$ cat config.mk
export PLATFORM = sky130hd
export DESIGN_NAME = multi_list_index_linked_queue
export DESIGN_NICKNAME = d
export VERILOG_FILES = /design/src/sv/mllq_pkg.sv /design/src/sv/multi_list_index_linked_queue.sv
export SDC_FILE = /design/constraint.sdc
export NUM_CORES = 1
export LEC_CHECK = 0
export ABC_AREA = 1
export BUFFER_PORTS_ARGS = -buffer_cell sky130_fd_sc_hd__buf_2
export CELL_PAD_IN_SITES_DETAIL_PLACEMENT = 1
export CELL_PAD_IN_SITES_GLOBAL_PLACEMENT = 1
export CORE_MARGIN = 1.5
export CORE_UTILIZATION = 30
export CTS_BUF_LIST = sky130_fd_sc_hd__clkbuf_8
export DETAILED_ROUTE_END_ITERATION = 6
export PLACE_DENSITY_LB_ADDON = 0.1
export SKIP_CTS_REPAIR_TIMING = 1
export SYNTH_ARGS = -nofsm -noshare
export SYNTH_HDL_FRONTEND = slang
export SYNTH_SLANG_ARGS = --single-unit
$ cat constraint.sdc
create_clock -name aclk -period 7.89 [get_ports aclk]
set_clock_uncertainty 0.05 [all_clocks]
set_input_delay 1.1835 -clock aclk [delete_from_list [all_inputs] [get_ports aclk]]
set_output_delay 1.1835 -clock aclk [all_outputs]
set_load 0.01 [all_outputs]
$ cat src/sv/mllq_pkg.sv
// ----------------------------------------------------------------------------
// mllq_pkg
// shared constants and types for the multi-list linked queue
// ----------------------------------------------------------------------------
package mllq_pkg;

    localparam int NUM_ENTRIES_DEF = 64;
    localparam int NUM_LISTS_DEF   = 16;

    localparam int CMD_W   = 2;
    localparam int LIST_W  = 4;
    localparam int ENTRY_W = 6;

    localparam logic [CMD_W-1:0] CMD_APPEND = 2'd0;
    localparam logic [CMD_W-1:0] CMD_POP    = 2'd1;
    localparam logic [CMD_W-1:0] CMD_REMOVE = 2'd2;

    localparam logic STATUS_OK   = 1'b0;
    localparam logic STATUS_FAIL = 1'b1;

    typedef enum logic [3:0] {
        ST_CLEAR,
        ST_IDLE,
        ST_HEAD,
        ST_POP_NX,
        ST_APP_WALK,
        ST_RM_HEAD,
        ST_RM_WALK,
        ST_RM_LINK,
        ST_RM_CLR,
        ST_DONE
    } mllq_state_t;

endpackage

$ cat src/sv/multi_list_index_linked_queue.sv
// ----------------------------------------------------------------------------
// multi_list_index_linked_queue
// singly linked lists sharing one entry table; heads and next pointers are
// kept in two synchronous memories and walked one read per cycle
// ----------------------------------------------------------------------------
// sequence: the list head is read after accept; pop then unlinks the head,
//   append walks next pointers to the tail and links the entry there, remove
//   unlinks the head or walks to the entry and relinks its predecessor; walks
//   stop at NUM_ENTRIES steps; empty-list misses and bad requests skip to the
//   result; a held result stalls it; one word in flight, the next accepted once
//   the result is registered; reset clears both tables with s_ready low
module multi_list_index_linked_queue #(
    parameter int NUM_ENTRIES = mllq_pkg::NUM_ENTRIES_DEF,
    parameter int NUM_LISTS   = mllq_pkg::NUM_LISTS_DEF
) (
    input  logic                          aclk,
    input  logic                          aresetn,
    input  logic                          s_valid,
    output logic                          s_ready,
    input  logic [mllq_pkg::CMD_W-1:0]    s_cmd,
    input  logic [mllq_pkg::LIST_W-1:0]   s_list_sel,
    input  logic [mllq_pkg::ENTRY_W-1:0]  s_entry_index,
    output logic                          m_valid,
    input  logic                          m_ready,
    output logic                          m_status,
    output logic [mllq_pkg::ENTRY_W-1:0]  m_popped_entry
);

    localparam int IW = (NUM_ENTRIES > 1) ? $clog2(NUM_ENTRIES) : 1;
    localparam int LW = (NUM_LISTS > 1) ? $clog2(NUM_LISTS) : 1;
    localparam int SW = $clog2(NUM_ENTRIES + 1);
    localparam int CD = (NUM_ENTRIES > NUM_LISTS) ? NUM_ENTRIES : NUM_LISTS;
    localparam int CW = (CD > 1) ? $clog2(CD) : 1;

    typedef struct packed {
        logic          valid;
        logic [IW-1:0] idx;
    } ptr_t;

    // memories
    ptr_t hmem [NUM_LISTS];
    ptr_t nmem [NUM_ENTRIES];

    mllq_pkg::mllq_state_t state_reg, state_next;

    logic [mllq_pkg::CMD_W-1:0]   cmd_reg, cmd_next;
    logic [LW-1:0]                lst_reg, lst_next;
    logic [IW-1:0]                ent_reg, ent_next;
    logic [IW-1:0]                cur_reg, cur_next;
    logic [SW-1:0]                step_reg, step_next;
    logic [CW-1:0]                clr_reg, clr_next;
    logic                         res_status_reg, res_status_next;
    logic [mllq_pkg::ENTRY_W-1:0] res_got_reg, res_got_next;
    logic                         m_valid_reg, m_valid_next;
    logic                         m_status_reg, m_status_next;
    logic [mllq_pkg::ENTRY_W-1:0] m_popped_reg, m_popped_next;
    ptr_t                         head_rd_reg, next_rd_reg;

    // memory ports
    logic          h_we, h_re, n_we, n_re;
    logic [LW-1:0] h_wa, h_ra;
    logic [IW-1:0] n_wa, n_ra;
    ptr_t          h_wd, n_wd;

    logic req_bad, walk_end, out_free, clr_last, s_acc;
    ptr_t ent_ptr;

    assign s_ready  = (state_reg == mllq_pkg::ST_IDLE);
    assign s_acc    = s_valid && s_ready;
    assign req_bad  = (32'(s_list_sel) >= NUM_LISTS)
                   || (s_cmd != mllq_pkg::CMD_APPEND && s_cmd != mllq_pkg::CMD_POP
                       && s_cmd != mllq_pkg::CMD_REMOVE)
                   || (s_cmd != mllq_pkg::CMD_POP && 32'(s_entry_index) >= NUM_ENTRIES);
    assign walk_end = (step_reg >= SW'(NUM_ENTRIES));
    assign out_free = !m_valid_reg || m_ready;
    assign clr_last = (clr_reg == CW'(CD - 1));
    assign ent_ptr  = '{valid: 1'b1, idx: ent_reg};

    // next state
    always_comb begin
        state_next = state_reg;
        case (state_reg)
            mllq_pkg::ST_CLEAR: begin
                if (clr_last) state_next = mllq_pkg::ST_IDLE;
            end
            mllq_pkg::ST_IDLE: begin
                if (s_acc) state_next = req_bad ? mllq_pkg::ST_DONE : mllq_pkg::ST_HEAD;
            end
            mllq_pkg::ST_HEAD: begin
                state_next = mllq_pkg::ST_DONE;
                if (head_rd_reg.valid) begin
                    case (cmd_reg)
                        mllq_pkg::CMD_POP:    state_next = mllq_pkg::ST_POP_NX;
                        mllq_pkg::CMD_APPEND: state_next = mllq_pkg::ST_APP_WALK;
                        mllq_pkg::CMD_REMOVE: begin
                            state_next = (head_rd_reg.idx == ent_reg) ?
                                         mllq_pkg::ST_RM_HEAD : mllq_pkg::ST_RM_WALK;
                        end
                        default: state_next = mllq_pkg::ST_DONE;
                    endcase
                end
            end
            mllq_pkg::ST_POP_NX:  state_next = mllq_pkg::ST_DONE;
            mllq_pkg::ST_APP_WALK: begin
                if (!next_rd_reg.valid || walk_end) state_next = mllq_pkg::ST_DONE;
            end
            mllq_pkg::ST_RM_HEAD: state_next = mllq_pkg::ST_DONE;
            mllq_pkg::ST_RM_WALK: begin
                if (!next_rd_reg.valid || walk_end) state_next = mllq_pkg::ST_DONE;
                else if (next_rd_reg.idx == ent_reg) state_next = mllq_pkg::ST_RM_LINK;
            end
            mllq_pkg::ST_RM_LINK: state_next = mllq_pkg::ST_RM_CLR;
            mllq_pkg::ST_RM_CLR:  state_next = mllq_pkg::ST_DONE;
            mllq_pkg::ST_DONE: begin
                if (out_free) state_next = mllq_pkg::ST_IDLE;
            end
            default: state_next = mllq_pkg::ST_CLEAR;
        endcase
    end

    // datapath and memory control
    always_comb begin
        cmd_next        = cmd_reg;
        lst_next        = lst_reg;
        ent_next        = ent_reg;
        cur_next        = cur_reg;
        step_next       = step_reg;
        clr_next        = clr_reg;
        res_status_next = res_status_reg;
        res_got_next    = res_got_reg;
        m_status_next   = m_status_reg;
        m_popped_next   = m_popped_reg;
        m_valid_next    = m_valid_reg && !m_ready;
        h_we = 1'b0; h_wa = lst_reg; h_wd = '0;
        h_re = 1'b0; h_ra = LW'(s_list_sel);
        n_we = 1'b0; n_wa = cur_reg; n_wd = '0;
        n_re = 1'b0; n_ra = head_rd_reg.idx;
        case (state_reg)
            mllq_pkg::ST_CLEAR: begin
                clr_next = clr_reg + CW'(1);
                if (32'(clr_reg) < NUM_LISTS) begin
                    h_we = 1'b1;
                    h_wa = LW'(clr_reg);
                end
                if (32'(clr_reg) < NUM_ENTRIES) begin
                    n_we = 1'b1;
                    n_wa = IW'(clr_reg);
                end
            end
            mllq_pkg::ST_IDLE: begin
                if (s_acc) begin
                    cmd_next        = s_cmd;
                    lst_next        = LW'(s_list_sel);
                    ent_next        = IW'(s_entry_index);
                    res_status_next = mllq_pkg::STATUS_FAIL;
                    res_got_next    = '0;
                    h_re            = !req_bad;
                end
            end
            mllq_pkg::ST_HEAD: begin
                cur_next  = head_rd_reg.idx;
                step_next = '0;
                if (!head_rd_reg.valid) begin
                    // empty list: only append succeeds, it becomes the head
                    if (cmd_reg == mllq_pkg::CMD_APPEND) begin
                        h_we            = 1'b1;
                        h_wd            = ent_ptr;
                        res_status_next = mllq_pkg::STATUS_OK;
                    end
                end else begin
                    n_re = 1'b1;
                    n_ra = (cmd_reg == mllq_pkg::CMD_REMOVE && head_rd_reg.idx == ent_reg) ?
                           ent_reg : head_rd_reg.idx;
                end
            end
            mllq_pkg::ST_POP_NX: begin
                h_we            = 1'b1;
                h_wd            = next_rd_reg;
                n_we            = 1'b1;
                n_wa            = cur_reg;
                res_status_next = mllq_pkg::STATUS_OK;
                res_got_next    = mllq_pkg::ENTRY_W'(cur_reg);
            end
            mllq_pkg::ST_APP_WALK: begin
                if (!next_rd_reg.valid) begin
                    n_we            = 1'b1;
                    n_wa            = cur_reg;
                    n_wd            = ent_ptr;
                    res_status_next = mllq_pkg::STATUS_OK;
                end else if (!walk_end) begin
                    cur_next  = next_rd_reg.idx;
                    step_next = step_reg + SW'(1);
                    n_re      = 1'b1;
                    n_ra      = next_rd_reg.idx;
                end
            end
            mllq_pkg::ST_RM_HEAD: begin
                h_we            = 1'b1;
                h_wd            = next_rd_reg;
                n_we            = 1'b1;
                n_wa            = ent_reg;
                res_status_next = mllq_pkg::STATUS_OK;
            end
            mllq_pkg::ST_RM_WALK: begin
                if (next_rd_reg.valid && !walk_end) begin
                    n_re = 1'b1;
                    if (next_rd_reg.idx == ent_reg) begin
                        n_ra = ent_reg;
                    end else begin
                        // prev moves on to the entry just read
                        cur_next  = next_rd_reg.idx;
                        step_next = step_reg + SW'(1);
                        n_ra      = next_rd_reg.idx;
                    end
                end
            end
            mllq_pkg::ST_RM_LINK: begin
                n_we = 1'b1;
                n_wa = cur_reg;
                n_wd = next_rd_reg;
            end
            mllq_pkg::ST_RM_CLR: begin
                n_we            = 1'b1;
                n_wa            = ent_reg;
                res_status_next = mllq_pkg::STATUS_OK;
            end
            mllq_pkg::ST_DONE: begin
                if (out_free) begin
                    m_valid_next  = 1'b1;
                    m_status_next = res_status_reg;
                    m_popped_next = res_got_reg;
                end
            end
            default: begin
                clr_next = '0;
            end
        endcase
    end

    always_ff @(posedge aclk) begin
        if (h_we) hmem[h_wa] <= h_wd;
        if (h_re) head_rd_reg <= hmem[h_ra];
        if (n_we) nmem[n_wa] <= n_wd;
        if (n_re) next_rd_reg <= nmem[n_ra];
    end

    always_ff @(posedge aclk) begin
        if (!aresetn) begin
            state_reg   <= mllq_pkg::ST_CLEAR;
            clr_reg     <= '0;
            m_valid_reg <= 1'b0;
        end else begin
            state_reg   <= state_next;
            clr_reg     <= clr_next;
            m_valid_reg <= m_valid_next;
        end
    end

    always_ff @(posedge aclk) begin
        cmd_reg        <= cmd_next;
        lst_reg        <= lst_next;
        ent_reg        <= ent_next;
        cur_reg        <= cur_next;
        step_reg       <= step_next;
        res_status_reg <= res_status_next;
        res_got_reg    <= res_got_next;
        m_status_reg   <= m_status_next;
        m_popped_reg   <= m_popped_next;
    end

    assign m_valid        = m_valid_reg;
    assign m_status       = m_status_reg;
    assign m_popped_entry = m_popped_reg;

    // no result can appear while the tables are being cleared
    a_no_result_in_clear: assert property (@(posedge aclk) disable iff (!aresetn)
        (state_reg == mllq_pkg::ST_CLEAR) |-> !m_valid_reg)
        else $error("result valid during clearing pass");

    // walk never exceeds its bound
    a_step_bound: assert property (@(posedge aclk) disable iff (!aresetn)
        (state_reg == mllq_pkg::ST_APP_WALK || state_reg == mllq_pkg::ST_RM_WALK)
        |-> (step_reg <= SW'(NUM_ENTRIES)))
        else $error("walk step count past bound");

    // next_link is never read and written in the same cycle
    a_next_port: assert property (@(posedge aclk) disable iff (!aresetn)
        !(n_we && n_re))
        else $error("next_link read and write collide");

    // a failed request reports entry zero
    a_fail_zero: assert property (@(posedge aclk) disable iff (!aresetn)
        (m_valid_reg && m_status_reg == mllq_pkg::STATUS_FAIL) |-> (m_popped_reg == '0))
        else $error("failed request carries an entry");

endmodule

==> metrics.txt <==
status=completed; final WL=88800 microns; I/O pins=25; FF+latch count, synth=624; FP Rows=111; critical path class=register to register; Leak Pwr=12.3 nW; Worst EP required=8360 ps; clk slew on worst S/H paths=60 ps; final max-slew violation count=0; CTS Root Cell=clkbuf_8; Distinct cells, synth=37; sequential element share of the synthesized area=66.9%; Max-slew headroom=23.9%; Final Setup Violations=0; RSZ-0062 raised after global routing=no; Min Clock Period, post-route=4900 ps; worst-case hold slack=374 ps; Critical Path Start=state_reg[3]; Worst Hold Launch=res_got_reg[1]; CTS buffer count=114; Die W=308 microns; core footprint=91800 sq um; Biggest register=nmem; Cell Area, Synth=27800 sq um; GRT Residual Overflow=0; CP Max Fanout=148; GPL Wtd Cong=0.795; Final Cell Area=31200 sq um; Max Fclk=204 MHz; number of global-route vias before repair=19702; final hold vios=0; clock buffer depth=3; final setup margin=2990 ps; DP HPWL=53300 microns; fin cells=3904; CTS tree=yes; Cells after DPL=3701; Reg2Reg Launch Point=state_reg[3]; number of remaining DRC errors=0; Placed Instance Area=29300 sq um; fin nets=2592; total power=6.51 mW; Hold WC Path Type=register to register; critical path endpoint category=register; Post-Syn Instances=2540; GRT Util Overall=18.8%; Fin Setup TNS=0 ps; post-route ant nets=0; starting density of the core=30.3%; DP Worst Slack=2970 ps; CP arrival=5370 ps; Yosys warning count=0; first-pass GRT wire length=132000 microns; Area Growth Syn to Fin=12.2%; initial drt markers=1321; Syn Nets=2558; PortBufs=24; worst-skew pair later-pin latency=770 ps; area of the die=94700 sq um; Final Util=34.0%; largest net degree at the start of global routing=168; Tcrit/Tclk final=62.0%; max reg flops=448; Via-to-Cell Ratio=4.86; initial antenna violation count=2; MaxCap Viol Count=0; PwrDens=208 nW/um^2; Syn Area/Cell=11.0 sq um; biggest regs=nmem (448), hmem (112); DR vias=18973; 1st-pass router iterations=5; CTS H-tree depth=3; proportion of layout cells with a drive suffix above 1=7.93%; measured slew at the worst slew-check pin=1140 ps; CTS sink count=624; Worst Setup Start Kind=register; DIE HEIGHT=308 microns; Max VDD drop=0.132 mV; WL per Instance=22.8 microns
worst max-delay path, cell delays in order, from the launching register on:
cell     delay [ps]
dfxtp_1         310
inv_1           140
nand2_2         140
nor2_4          330
nor2_4          120
inv_2           220
nand3_4         520
nand2_8         980
buf_4           620
nand2_1          90
nand3_1         100
nand3_1         190
nand3_1         180
nand3_1         220
nand3_1         200
nand2_1          60
where the power goes:
group	leakage [nW]	total [mW]	internal [mW]	switching [mW]
clock network	1.22	2.77	1.39	1.39
registers	6.59	3.62	3.62	0.00621
logic	4.47	0.113	0.0269	0.0856
final timing paths:
path / to / slack [ps] / cells after the start
setup / recovery: next_rd_reg[5] / 2990 / 15
hold / removal: m_popped_entry[1] / 370 / 0
setup reg to reg: next_rd_reg[5] / 2990 / 15
hold reg to reg: m_popped_entry[1] / 370 / 0
layer usage:
metal	share of wire (%)	up-vias	GRT usage, %	routed length, microns
li1	-	8868	-	-
met4	2.7	0	5.83	2400
met1	48	9596	26.6	42800
met5	0	-	0	0
met3	3.8	155	3.13	3390
met2	45	354	29.4	40300
cells by family (layout without fill, tap and decap cells):
kind of cell / after synthesis / in the layout / synth area share (%)
AOI/OAI and AO/OA: 175 / 175 / 3.60
xor gates and xnor gates: 3 / 3 / 0.0944
adders and majority gates: 2 / 2 / 0.0899
buffers and inverters: 510 / 630 / 7.35
DFF: 624 / 624 / 66.9
muxes: 28 / 28 / 1.01
other: 0 / 1 / 0
and+or+nand+nor: 1198 / 1198 / 21.0
cell usage in the layout, fill, tap and decap left out, types with 3 or more instances in the layout:
cell and n:
a21oi_1 47, nor2_4 3, clkinv_2 6, xor2_1 3, mux2i_1 28, nor4_1 4, clkinv_1 22, nand3b_1 161
nor3_1 10, o211ai_1 32, nor2_2 3, nand2_1 369, nand3_1 498, dfxtp_1 11, inv_1 419, clkbuf_8 116
o21ai_1 6, edfxtp_1 613, nor2_1 136, o22ai_4 6, inv_2 7, buf_4 28, o22ai_1 12, buf_2 24
o21ai_0 60, nand4_1 6
cell type report:
| class | instances | area (sq um) |
|---|---|---|
| Inverter | 375 | 1410 |
| Clock buffer | 116 | 1600 |
| Antenna cell | 1 | 2.50 |
| Clock inverter | 86 | 397 |
| Fill cell | 10125 | 60600 |
| Timing Repair Buffer | 53 | 350 |
| Tap cell | 1243 | 1560 |
| Multi-Input combinational cell | 1406 | 7310 |
| Sequential cell | 624 | 18600 |
cell usage after synthesis:
| library cell | count | area (sq um) |
|---|---|---|
| inv_1 | 366 | 1370 |
| xor2_1 | 3 | 26.3 |
| nand3_1 | 498 | 2490 |
| clkbuf_1 | 35 | 131 |
| nand3b_1 | 161 | 1210 |
| inv_2 | 7 | 26.3 |
| buf_1 | 18 | 67.6 |
| o21ai_1 | 6 | 30.0 |
| nand2_1 | 369 | 1390 |
| nor2_1 | 136 | 510 |
| nand3_4 | 1 | 17.5 |
| clkinv_1 | 2 | 7.51 |
| nor4_1 | 4 | 25.0 |
| ha_1 | 2 | 25.0 |
| buf_6 | 2 | 22.5 |
| mux2i_1 | 28 | 280 |
| nor4_2 | 1 | 12.5 |
| nand2_4 | 1 | 11.3 |
| o211ai_1 | 32 | 240 |
| buf_2 | 73 | 365 |
| a21oi_1 | 47 | 235 |
| nor2_2 | 3 | 18.8 |
| buf_4 | 7 | 52.6 |
| o2bb2ai_1 | 1 | 8.76 |
| nor2_4 | 3 | 33.8 |
| o221ai_1 | 2 | 17.5 |
| nand2_2 | 3 | 18.8 |
| nor3_1 | 10 | 50.1 |
| o21ai_0 | 64 | 320 |
| a22oi_1 | 1 | 7.51 |
| edfxtp_1 | 613 | 18400 |
| o2111ai_1 | 2 | 17.5 |
| nor3b_1 | 2 | 15.0 |
| o22ai_1 | 18 | 113 |
| a31oi_1 | 2 | 12.5 |
| dfxtp_1 | 11 | 220 |
| nand4_1 | 6 | 37.5 |
No activity file was read; power rests on OpenSTA's default activity.
